<file path="src/design/evfil_pkg.sv">
// Package for the equal-value first-index linker.
// Holds table sizes, widths, the controller state type and the command and status structs; no dependencies.
package evfil_pkg;

  localparam int unsigned TableEntries = 64;
  localparam int unsigned SlotBits     = $clog2(TableEntries);
  localparam int unsigned IndexBits    = 16;
  localparam int unsigned ValueBits    = 64;

  localparam logic [IndexBits-1:0] IndexMax = {IndexBits{1'b1}};
  localparam logic [10:0]          ExpOnes  = 11'h7FF;

  typedef enum logic [1:0] {
    StIdle,
    StScan,
    StDone
  } ctrl_state_e;

  // Controller to datapath commands
  typedef struct packed {
    logic latch;     // capture input, clear scan
    logic step;      // issue one table read and compare the previous one
    logic finish;    // commit and present result
  } dp_cmd_t;

  // Datapath to controller status
  typedef struct packed {
    logic scan_end;  // last entry compared or early stop
  } dp_status_t;

endpackage

</file>
<file path="src/design/evfil_ctrl.sv">
// Controller of the linker: sequences latch, scan and commit of one transaction.
// Depends on evfil_pkg.
module evfil_ctrl (
  input  logic                  clk_i,
  input  logic                  rst_ni,
  input  logic                  start_i,
  output logic                  busy_o,
  output logic                  done_o,
  output evfil_pkg::dp_cmd_t    cmd_o,
  input  evfil_pkg::dp_status_t status_i
);
  import evfil_pkg::*;

  ctrl_state_e state_q, state_d;

  // Next state
  always_comb begin
    state_d = state_q;
    case (state_q)
      StIdle: if (start_i) state_d = StScan;
      StScan: if (status_i.scan_end) state_d = StDone;
      StDone: state_d = StIdle;
      default: state_d = StIdle;
    endcase
  end

  // Outputs
  always_comb begin
    cmd_o  = '0;
    busy_o = 1'b1;
    case (state_q)
      StIdle: begin
        busy_o       = 1'b0;
        cmd_o.latch  = start_i;
      end
      StScan: begin
        cmd_o.step   = 1'b1;
      end
      StDone: begin
        cmd_o.finish = 1'b1;
      end
      default: busy_o = 1'b1;
    endcase
  end

  always_ff @(posedge clk_i or negedge rst_ni) begin
    if (!rst_ni) begin
      state_q <= StIdle;
      done_o  <= 1'b0;
    end else begin
      state_q <= state_d;
      done_o  <= cmd_o.finish;
    end
  end

endmodule
</file>
<file path="config.mk">
export PLATFORM = sky130hd
export DESIGN_NAME = evfil_ctrl
export DESIGN_NICKNAME = d
export VERILOG_FILES = /design/src/design/evfil_pkg.sv /design/src/design/evfil_ctrl.sv
export SDC_FILE = /design/constraint.sdc
export NUM_CORES = 1
export LEC_CHECK = 0
export ABC_AREA = 1
export ABC_CLOCK_PERIOD_IN_PS = 900
export BUFFER_PORTS_ARGS = -buffer_cell sky130_fd_sc_hd__buf_2
export CAP_MARGIN = 10
export CORE_AREA = 2 2 39 41
export DETAILED_ROUTE_END_ITERATION = 8
export DIE_AREA = 0 0 41 43
export GPL_ROUTABILITY_DRIVEN = 1
export REMOVE_ABC_BUFFERS = 1
export SYNTH_ARGS = -nofsm -noshare
export SYNTH_HDL_FRONTEND = slang
export SYNTH_SLANG_ARGS = --single-unit
</file>
<file path="constraint.sdc">
create_clock -name clk_i -period 0.9 [get_ports clk_i]
set_input_delay 0.18 -clock clk_i [delete_from_list [all_inputs] [get_ports clk_i]]
set_output_delay 0.18 -clock clk_i [all_outputs]
set_load 0.005 [all_outputs]
</file>
==> key figures, run 1 <==
CTS
  • CTS root buffer: clkbuf_4
  • CTS tree: yes
  • Clock sink count: 3
  • Reg clk slew, reported paths: 0.03 ns
  • # H-tree levels: 1
  • CTS buffer count: 3
  • Clock Path Buffers: 2
  • Skew-Pair Late Insertion Delay: 0.23 ns
  • Cts repair resizes: 0

Final layout
  • Proportion of layout cells with a drive suffix above 1: 0.4286
  • Area grow syn2layout: 67.62%
  • Fin util: 0.1591
  • Ant. Diodes: 0
  • Nets: 33
  • # fillers: 163

Setup path
  • R2R cell count: 3
  • CP Capture Type: output pin
  • Capturing point of the worst reg2reg path: state_q[0]
  • FF-to-FF setup slack: 0.19 ns
  • Crit path max fanout: 4
  • CP Launch Type: register
  • Critical path class: reg2out
  • Worst EP arrival: 0.96 ns
  • Worst reg2reg path startpoint: state_q[0]
  • Critical Path RT: 0.72 ns
  • Critical Path Source: state_q[0]

GRT
  • First-pass GRT wire length: 386 um
  • GR Overflow Total: 0
  • Vias in the first global route: 124
  • Pin count of the biggest net entering global routing: 5
  • Total GRT Usage: 0.04614
  • Initial antenna violation count: 0

Synth
  • Yosys synthesis warning count: 0
  • Number of synthesized register bits: 3
  • Register area share after synthesis: 0.5714
  • Mapped Area: 131.4 um^2
  • Post-synthesis cell count: 16
  • Synth unique cells: 7
  • Avg Inst Size Synth: 8.211 um^2

Detailed routing
  • DR DRC count: 0
  • Vias per inst: 2.955
  • Final ANT Viol Nets: 0
  • Drt wl/cell: 6.568 um
  • Initial DRC Count: 0
  • Via count: 130
  • DRT Wirelength: 289 um
  • Pre-antenna DRT Iters: 1

Timing
  • Period utilization: 1.263
  • Fin. Hold Viols: 0
  • Max-slew violations: 0
  • RSZ-0062 raised after global routing: true
  • Min setup slack post-route: -0.2369 ns
  • Fmax: 879.6 MHz
  • Final Setup Violations: 4
  • Worst Skew: 0.001646 ns
  • Max_slew headroom: 0.9107
  • Actual slew at the worst max-slew pin: 0.1340 ns
  • Final worst hold slack: 0.1900 ns
  • Fin Setup TNS: -0.7952 ns
  • Time the worst path needs with I/O delays and setup: 1.137 ns

Pwr
  • Peak supply drop: 179.0 uV
  • Static leakage: 0.0001396 uW
  • Power density over cell area: 2541 nW/um^2

Run
  • Maximum Capacitance Violations: 0

Min path
  • Hold Path Sink: state_q[0]
  • Worst hold-check path type: in2reg
  • Worst hold start: start_i
  • Hold path depth: 3

Status
  • Failing checks: negative setup slack
  • Status: complete, but fails checks

Die
  • Die Y: 43 um
  • Core area: 1384 um^2
  • Std cell rows: 14
  • Die W: 41 um
  • IO Count: 9
  • Initial Util: 0.09494
  • Die ar.: 1763 um^2

Placed design
  • GPL Wtd Cong: 0.4959
  • Post-DP HPWL: 220.1 um
  • I/O Buffers: 8
## metal layers
metal	vias up	share of wire	track usage
met3	2	0.087	0.01571
met1	55	0.35	0.02244
li1	66	-	-
met2	7	0.49	0.04688
met5	-	0	0
met4	0	0.066	0.1400
## cells in the mapped netlist (all sizes together)
library cell	instances	area share
buf	1	0.057
dfrtp	3	0.57
inv	5	0.14
nand2	3	0.086
nand3	1	0.038
nor2	3	0.10
## logic make-up (layout without fill, tap and decap cells)
| kind of cell | Yosys count | in the layout | share of synthesized area |
|---|---|---|---|
| flip-flops | 3 | 3 | 0.5714 |
| buffers and inverters | 6 | 18 | 0.2000 |
| AND/OR/NAND/NOR | 7 | 7 | 0.2286 |
## placed cells by master (no fill, tap or decap)
cell	netlist	layout
clkbuf_4	0	3
nand2_1	3	3
inv_1	5	5
clkbuf_1	0	1
buf_2	0	8
dlygate4sd3_1	0	1
dfrtp_1	3	3
nand3_1	1	1
nor2_1	2	2
nor2_2	1	1
## registers in the layout, summed over array words and instances, names as in the netlist
register	count
state_q	2
done_o	1
## final cells by class
| type | count | area [um^2] | area share |
|---|---|---|---|
| clock buffer | 4 | 26.28 | 0.1193 |
| inverter | 5 | 18.77 | 0.08523 |
| multi-input combinational | 7 | 30.03 | 0.1364 |
| sequential | 3 | 75.07 | 0.3409 |
| tap | 16 | 20.02 | 0.09091 |
| timing repair buffer | 9 | 50.05 | 0.2273 |
## how the worst max path moves through the flow
stage	slack [ns]	to
after floorplan	0.12	cmd_o[2]
after global placement	0.007	cmd_o[2]
after detailed placement	0.0005	cmd_o[2]
after CTS	-0.26	cmd_o[2]
after global routing	-0.32	cmd_o[2]
final	-0.24	cmd_o[2]
## worst max-delay path, stage by stage, from the launching register on
cell and delay (ns):
dfrtp_1 0.40, nor2_2 0.11, nand2_1 0.08, inv_1 0.05
buf_2 0.10
## power by group
| part | total (uW) | switching (uW) | internal [uW] | leakage [uW] |
|---|---|---|---|---|
| Clock | 233 | 67.2 | 166 | 0.0000150 |
| Sequential | 185 | 20.8 | 164 | 0.0000391 |
| Combinational | 141 | 73.4 | 68.0 | 0.0000855 |
## per-stage QoR
stage,power [uW],instances,setup WS (ns),area [um^2]
global route,604.9,44,-0.3242,220.2
floorplan,257.0,15,0.1177,123.9
finish,559.6,44,-0.2369,220.2
CTS,580.9,44,-0.2567,220.2
detailed placement,327.5,39,0.0004747,183.9
global placement,324.1,39,0.007211,183.9
## what timing repair did
action / 4_1_cts / 5_1_grt
setup buffers: 0 / 0
endpoints found under the hold margin: 3 / 0
setup endpoints to repair: 4 / 5
hold buffers: 1 / 0
gates cloned: 0 / 0
Power figures use the tool's default switching activity.
==> run 2: changes to the inputs <==
--- a/config.mk
+++ b/config.mk
@@ -9,10 +9,13 @@
 export ABC_CLOCK_PERIOD_IN_PS = 900
 export BUFFER_PORTS_ARGS = -buffer_cell sky130_fd_sc_hd__buf_2
 export CAP_MARGIN = 10
+export CELL_PAD_IN_SITES_DETAIL_PLACEMENT = 1
+export CELL_PAD_IN_SITES_GLOBAL_PLACEMENT = 2
 export CORE_AREA = 2 2 39 41
 export DETAILED_ROUTE_END_ITERATION = 8
 export DIE_AREA = 0 0 41 43
 export GPL_ROUTABILITY_DRIVEN = 1
+export PLACE_DENSITY_LB_ADDON = 0.1
 export REMOVE_ABC_BUFFERS = 1
 export SYNTH_ARGS = -nofsm -noshare
 export SYNTH_HDL_FRONTEND = slang
==> run 2 against run 1 <==
- the flow still finishes with violations (negative setup slack)
- register-to-register slack got worse by 0.17 ns
- total power rose by 24%
- utilization rose by 3.8 points
- critical path depth did not move
- combinational power rose by 91%
- via count rose by 20%
- count of clock-buffer cells in the layout did not move
- fmax fell by 4.1%
- critical endpoint is now busy_o
==> key figures, run 2 (synthesis gave the netlist of run 1 again) <==
Timing
  • Fin Setup TNS: -1.001 ns (was -0.7952 ns)
  • Max-slew violations: 0 (unchanged)
  • Min setup slack post-route: -0.2860 ns (was -0.2369 ns)
  • Worst Skew: 0.003745 ns (was 0.001646 ns)
  • Time the worst path needs with I/O delays and setup: 1.186 ns (was 1.137 ns)
  • RSZ-0062 raised after global routing: true (unchanged)
  • Fmax: 843.1 MHz (was 879.6 MHz)
  • Max_slew headroom: 0.9178 (was 0.9107)
  • Fin. Hold Viols: 0 (unchanged)
  • Actual slew at the worst max-slew pin: 0.1229 ns (was 0.1340 ns)
  • Final Setup Violations: 4 (unchanged)
  • Period utilization: 1.318 (was 1.263)

CTS
  • Reg clk slew, reported paths: 0.03 ns (about the same)
  • CTS buffer count: 3 (unchanged)
  • Clock Path Buffers: 2 (unchanged)
  • CTS tree: yes (unchanged)
  • Skew-Pair Late Insertion Delay: 0.23 ns (about the same)
  • Clock sink count: 3 (unchanged)
  • CTS root buffer: clkbuf_4 (unchanged)
  • # H-tree levels: 1 (unchanged)

Final layout
  • Nets: 37 (was 33)
  • Area grow syn2layout: 107.6% (was 67.62%)
  • Largest register FFs: 2 (unchanged)
  • Largest regs: state_q x2, done_o x1 (unchanged)
  • Register bank with the most flops: state_q (unchanged)
  • Proportion of layout cells with a drive suffix above 1: 0.6875 (was 0.4286)
  • Commonest non-fill, non-tap cell in the layout: buf_2 (unchanged)
  • Ant. Diodes: 0 (unchanged)
  • Non-Filler Instances: 48 (was 44)

Setup path
  • Worst reg2reg path startpoint: state_q[0] (unchanged)
  • FF-to-FF setup slack: 0.02 ns (was 0.19 ns)
  • Critical Path RT: 0.72 ns (about the same)
  • CP max stage delay: 0.38 ns (was 0.40 ns)
  • CP bufs+invs: 3 (was 2)
  • CP max-delay cell: dfrtp_1 (unchanged)
  • Largest delay share family, worst path: flip-flops (unchanged)
  • Capturing point of the worst reg2reg path: state_q[0] (unchanged)
  • CP Capture Type: output pin (unchanged)
  • R2R cell count: 4 (was 3)
  • Worst path cell trace: nor2_2, buf_4, inv_2, buf_2 (was nor2_2, nand2_1, inv_1, buf_2)
  • Worst EP arrival: 1.01 ns (was 0.96 ns)
  • CP Launch Type: register (unchanged)
  • Critical path class: reg2out (unchanged)
  • Crit path max fanout: 2 (was 4)

Detailed routing
  • Drt wl/cell: 7.563 um (was 6.568 um)
  • Pre-antenna DRT Iters: 1 (unchanged)
  • Initial DRC Count: 0 (unchanged)
  • DR DRC count: 0 (unchanged)
  • Via count: 156 (was 130)
  • DRT Wirelength: 363 um (was 289 um)
  • Vias per inst: 3.250 (was 2.955)
  • Final ANT Viol Nets: 0 (unchanged)

GRT
  • Pin count of the biggest net entering global routing: 4 (was 5)
  • Initial antenna violation count: 0 (unchanged)
  • First-pass GRT wire length: 759 um (was 386 um)
  • Vias in the first global route: 195 (was 124)
  • GR Overflow Total: 0 (unchanged)
  • Total GRT Usage: 0.07021 (was 0.04614)

Die
  • Std cell rows: 14 (unchanged)
  • Die ar.: 1763 um^2 (unchanged)
  • IO Count: 9 (unchanged)
  • Die Y: 43 um (unchanged)
  • Core area: 1384 um^2 (unchanged)
  • Die W: 41 um (unchanged)
  • Initial Util: 0.09494 (unchanged)

Pwr
  • Static leakage: 0.0001604 uW (was 0.0001396 uW)
  • Power density over cell area: 2535 nW/um^2 (was 2541 nW/um^2)
  • Peak supply drop: 837.9 uV (was 179.0 uV)
  • Total power: 691.3 uW (was 559.6 uW)

Placed design
  • Placed insts: 40 (was 39)
  • I/O Buffers: 8 (unchanged)
  • GPL Wtd Cong: 0.5934 (was 0.4959)

Min path
  • Hold path depth: 3 (unchanged)
  • Hold Path Sink: state_q[1] (was state_q[0])
  • Worst hold-check path type: in2reg (unchanged)
  • Worst hold start: status_i (was start_i)

Run
  • Maximum Capacitance Violations: 0 (unchanged)

Status
  • Status: complete, but fails checks (unchanged)
  • Failing checks: negative setup slack (unchanged)
## run 2: cell count changes in the layout (fill, tap and decap cells not counted), sizes merged
cell | before | now
buf | 8 | 12
## run 2: report_power, final
part           switching, uW  internal [uW]  total, uW  leakage, uW
Sequential              20.3            164        185    0.0000391
Clock                   70.0            166        236    0.0000150
Combinational            114            157        270     0.000106
Total                    204            487        691     0.000160
## run 2: how the worst max path moves through the flow
stage                    start        to  slack (ns)  cells past startpoint
global route        state_q[0]  cmd_o[1]       -0.34                      4
floorplan           state_q[0]  cmd_o[2]        0.12                      3
CTS                 state_q[0]  cmd_o[2]       -0.28                      4
detailed placement  state_q[0]  cmd_o[2]       -0.04                      4
finish              state_q[1]    busy_o       -0.29                      4
global placement    state_q[0]  cmd_o[2]       -0.03                      4
## run 2: timing repair
action                                  in CTS  in global routing
pin swaps                                    3                  2
hold buffers                                 1                  0
resized for setup                            2                  7
buffers inserted                             3                  2
endpoints found under the hold margin        3                  0
endpoints found under the setup margin       5                  6
## run 2: tightest hold or removal path: stages
cell and delay [ns]:
buf_2 0.08, inv_1 0.05, nor2_1 0.10
## run 2: cell type report
type / count / area [um^2]
multi-input combinational: 7 / 42.54
timing repair buffer: 13 / 90.09
inverter: 5 / 18.77
fill: 172 / 1111
clock buffer: 4 / 26.28
tap: 16 / 20.02
sequential: 3 / 75.07
## run 2: per-layer routing
metal / vias to the layer above / routed length, um / global-route usage
met5: - / 0 / 0
li1: 76 / - / -
met4: 0 / 13 / 0.06000
met2: 8 / 190 / 0.09063
met3: 2 / 32 / 0.04712
met1: 70 / 126 / 0.07372
## run 2: stage by stage
step / utilization / cell area (um^2) / worst slack [ns] / hold WS (ns)
2_1_floorplan: - / 123.9 / 0.1177 / -0.1156
3_3_place_gp: 0.1383 / 191.4 / -0.03428 / -0.02352
3_5_place_dp: 0.1383 / 191.4 / -0.04099 / -0.02163
4_1_cts: 0.1854 / 256.5 / -0.2772 / 0.1995
5_1_grt: 0.1971 / 272.8 / -0.3355 / 0.2502
6_report: 0.1971 / 272.8 / -0.2860 / 0.2190
==> run 3: changes to the inputs <==
--- a/config.mk
+++ b/config.mk
@@ -6,7 +6,7 @@
 export NUM_CORES = 1
 export LEC_CHECK = 0
 export ABC_AREA = 1
-export ABC_CLOCK_PERIOD_IN_PS = 900
+export ABC_CLOCK_PERIOD_IN_PS = 1400
 export BUFFER_PORTS_ARGS = -buffer_cell sky130_fd_sc_hd__buf_2
 export CAP_MARGIN = 10
 export CELL_PAD_IN_SITES_DETAIL_PLACEMENT = 1
==> constraint.sdc (replaced) <==
create_clock -name clk_i -period 1.4 [get_ports clk_i]
set_input_delay 0.28 -clock clk_i [delete_from_list [all_inputs] [get_ports clk_i]]
set_output_delay 0.28 -clock clk_i [all_outputs]
set_load 0.005 [all_outputs]
==> run 3 against run 2 <==
- the run now ends clean
- cell area decreased by 19%
- count of clock-buffer cells in the layout unchanged
- non-clock buffer count shrank 4
- utilization down 3.8 points
- total power down 47%
- sequential power is 34% lower
- critical path type unchanged
==> key figures, run 3 (synthesis gave the netlist of run 1 again) <==
Status
  • Status: completed (was complete, but fails checks)

Timing
  • Period utilization: 0.9049
  • Max-slew violations: 0 (unchanged)
  • Final Setup Violations: 0 (was 4)
  • Worst Skew: 0.001049 ns (was 0.003745 ns)
  • Max_slew headroom: 0.8887 (was 0.9178)
  • Actual slew at the worst max-slew pin: 0.1670 ns (was 0.1229 ns)
  • Final worst hold slack: 0.2809 ns (was 0.2190 ns)
  • Fin. Hold Viols: 0 (unchanged)
  • Fin Setup TNS: 0 ns (was -1.001 ns)
  • Time the worst path needs with I/O delays and setup: 1.267 ns
  • RSZ-0062 raised after global routing: false (was true)
  • Min setup slack post-route: 0.1332 ns (was -0.2860 ns)
  • Fmax: 789.4 MHz

Setup path
  • Worst reg2reg path startpoint: state_q[0] (unchanged)
  • Critical Path RT: 1.12 ns (was 0.72 ns)
  • Capturing point of the worst reg2reg path: state_q[0] (unchanged)
  • R2R cell count: 3 (was 4)
  • Critical path class: reg2out (unchanged)
  • Worst path cell trace: nor2_2, nand2_1, inv_1, buf_2 (was nor2_2, buf_4, inv_2, buf_2)
  • Worst EP arrival: 0.99 ns (was 1.01 ns)
  • Crit path max fanout: 4 (was 2)
  • CP max stage delay: 0.42 ns (was 0.38 ns)
  • CP max-delay cell: dfrtp_1 (unchanged)
  • CP Launch Type: register (unchanged)
  • CP Capture Type: output pin (unchanged)
  • FF-to-FF setup slack: 0.66 ns (was 0.02 ns)

Pwr
  • Sequential Power Share: 0.333 (was 0.267)
  • Switching power: 111.5 uW (was 203.9 uW)
  • Int Power: 256.2 uW (was 487.4 uW)
  • Net Sw Frac: 0.3032 (was 0.2950)
  • Combinational fraction of design power: 0.246 (was 0.391)
  • Total power: 367.6 uW (was 691.3 uW)
  • Static leakage: 0.0001396 uW (was 0.0001604 uW)
  • Clock power share: 0.421 (was 0.342)
  • Power density over cell area: 1669 nW/um^2 (was 2535 nW/um^2)
  • Peak supply drop: 400.3 uV (was 837.9 uV)

Detailed routing
  • Pre-antenna DRT Iters: 1 (unchanged)
  • Via count: 137 (was 156)
  • DRT Wirelength: 323 um (was 363 um)
  • Vias per inst: 3.114 (was 3.250)
  • Final ANT Viol Nets: 0 (unchanged)
  • Initial DRC Count: 0 (unchanged)
  • Drt wl/cell: 7.341 um (was 7.563 um)
  • DR DRC count: 0 (unchanged)

Run
  • Maximum Capacitance Violations: 0 (unchanged)

Final layout
  • Most frequent cells in the layout: buf_2, inv_1, nand2_1, clkbuf_4, dfrtp_1
  • Ant. Diodes: 0 (unchanged)
  • Commonest non-fill, non-tap cell in the layout: buf_2 (unchanged)
  • Largest register FFs: 2 (unchanged)
  • Proportion of layout cells with a drive suffix above 1: 0.4286 (was 0.6875)
  • Area grow syn2layout: 67.62% (was 107.6%)
  • Register bank with the most flops: state_q (unchanged)
  • Largest regs: state_q x2, done_o x1 (unchanged)
  • Nets: 33 (was 37)

GRT
  • GR Overflow Total: 0 (unchanged)
  • Total GRT Usage: 0.04614 (was 0.07021)
  • Pin count of the biggest net entering global routing: 5 (was 4)
  • Vias in the first global route: 157 (was 195)
  • First-pass GRT wire length: 517 um (was 759 um)
  • Initial antenna violation count: 0 (unchanged)

CTS
  • Clock Path Buffers: 2 (unchanged)
  • # H-tree levels: 1 (unchanged)
  • CTS tree: yes (unchanged)
  • Cts repair resizes: 0 (was 2)
  • Reg clk slew, reported paths: 0.04 ns (was 0.03 ns)
  • CTS buffer count: 3 (unchanged)
  • Skew-Pair Late Insertion Delay: 0.23 ns (about the same)
  • Clock sink count: 3 (unchanged)
  • CTS root buffer: clkbuf_4 (unchanged)

Min path
  • Hold Path Sink: state_q[0] (was state_q[1])
  • Hold path depth: 3 (unchanged)
  • Worst hold start: start_i (was status_i)
  • Worst hold-check path type: in2reg (unchanged)

Die
  • Initial Util: 0.09494 (unchanged)
  • Core area: 1384 um^2 (unchanged)
  • IO Count: 9 (unchanged)
  • Die Y: 43 um (unchanged)
  • Std cell rows: 14 (unchanged)
  • Die W: 41 um (unchanged)
  • Die ar.: 1763 um^2 (unchanged)

Placed design
  • I/O Buffers: 8 (unchanged)
  • GPL Wtd Cong: 0.6025 (was 0.5934)
  • Minimum setup slack after placement: 0.3648 ns (was -0.04099 ns)
-- run 3: worst max-delay path by stage --
stage / start / cells after the start / to
floorplan: state_q[0] / 3 / cmd_o[2]
global placement: state_q[0] / 4 / cmd_o[2]
detailed placement: state_q[0] / 4 / cmd_o[2]
CTS: state_q[0] / 4 / cmd_o[2]
global route: state_q[0] / 4 / cmd_o[2]
finish: state_q[0] / 4 / cmd_o[2]
-- run 3: cell type report --
class	count	area, um^2
tap	16	20.02
fill	173	1164
multi-input combinational	7	30.03
inverter	5	18.77
clock buffer	4	26.28
sequential	3	75.07
timing repair buffer	9	50.05
-- run 3: repair_timing --
item / 4_1_cts / 5_1_grt
hold buffers: 1 / 0
endpoints found under the hold margin: 3 / 0
setup buffers: 0 / 0
-- run 3: per-layer routing --
layer	up-vias	wire, um	GRT usage
met3	0	18	0.03141
met5	-	0	0
met2	4	174	0.06563
li1	66	-	-
met4	0	0	0.04000
met1	67	130	0.04167
-- run 3: power by group through the flow --
stage | clock network, uW | logic (uW) | registers, uW
floorplan | 0 | 45.4 | 120
global placement | 0 | 92.7 | 125
detailed placement | 0 | 91.7 | 123
CTS | 162 | 94.4 | 123
global route | 175 | 109 | 125
finish | 155 | 90.3 | 123
-- run 3: critical path: cells and delay by family, from the launching register on --
family                 cells  cell delay, ns
buffers and inverters      2            0.15
and+or+nand+nor            2            0.20
DFF                        1            0.42
-- run 3: metrics by stage --
step	util	instance area (um^2)	std cells
6_report	0.1591	220.2	44
2_1_floorplan	-	123.9	15
4_1_cts	0.1591	220.2	44
5_1_grt	0.1591	220.2	44
3_5_place_dp	0.1329	183.9	39
3_3_place_gp	0.1329	183.9	39
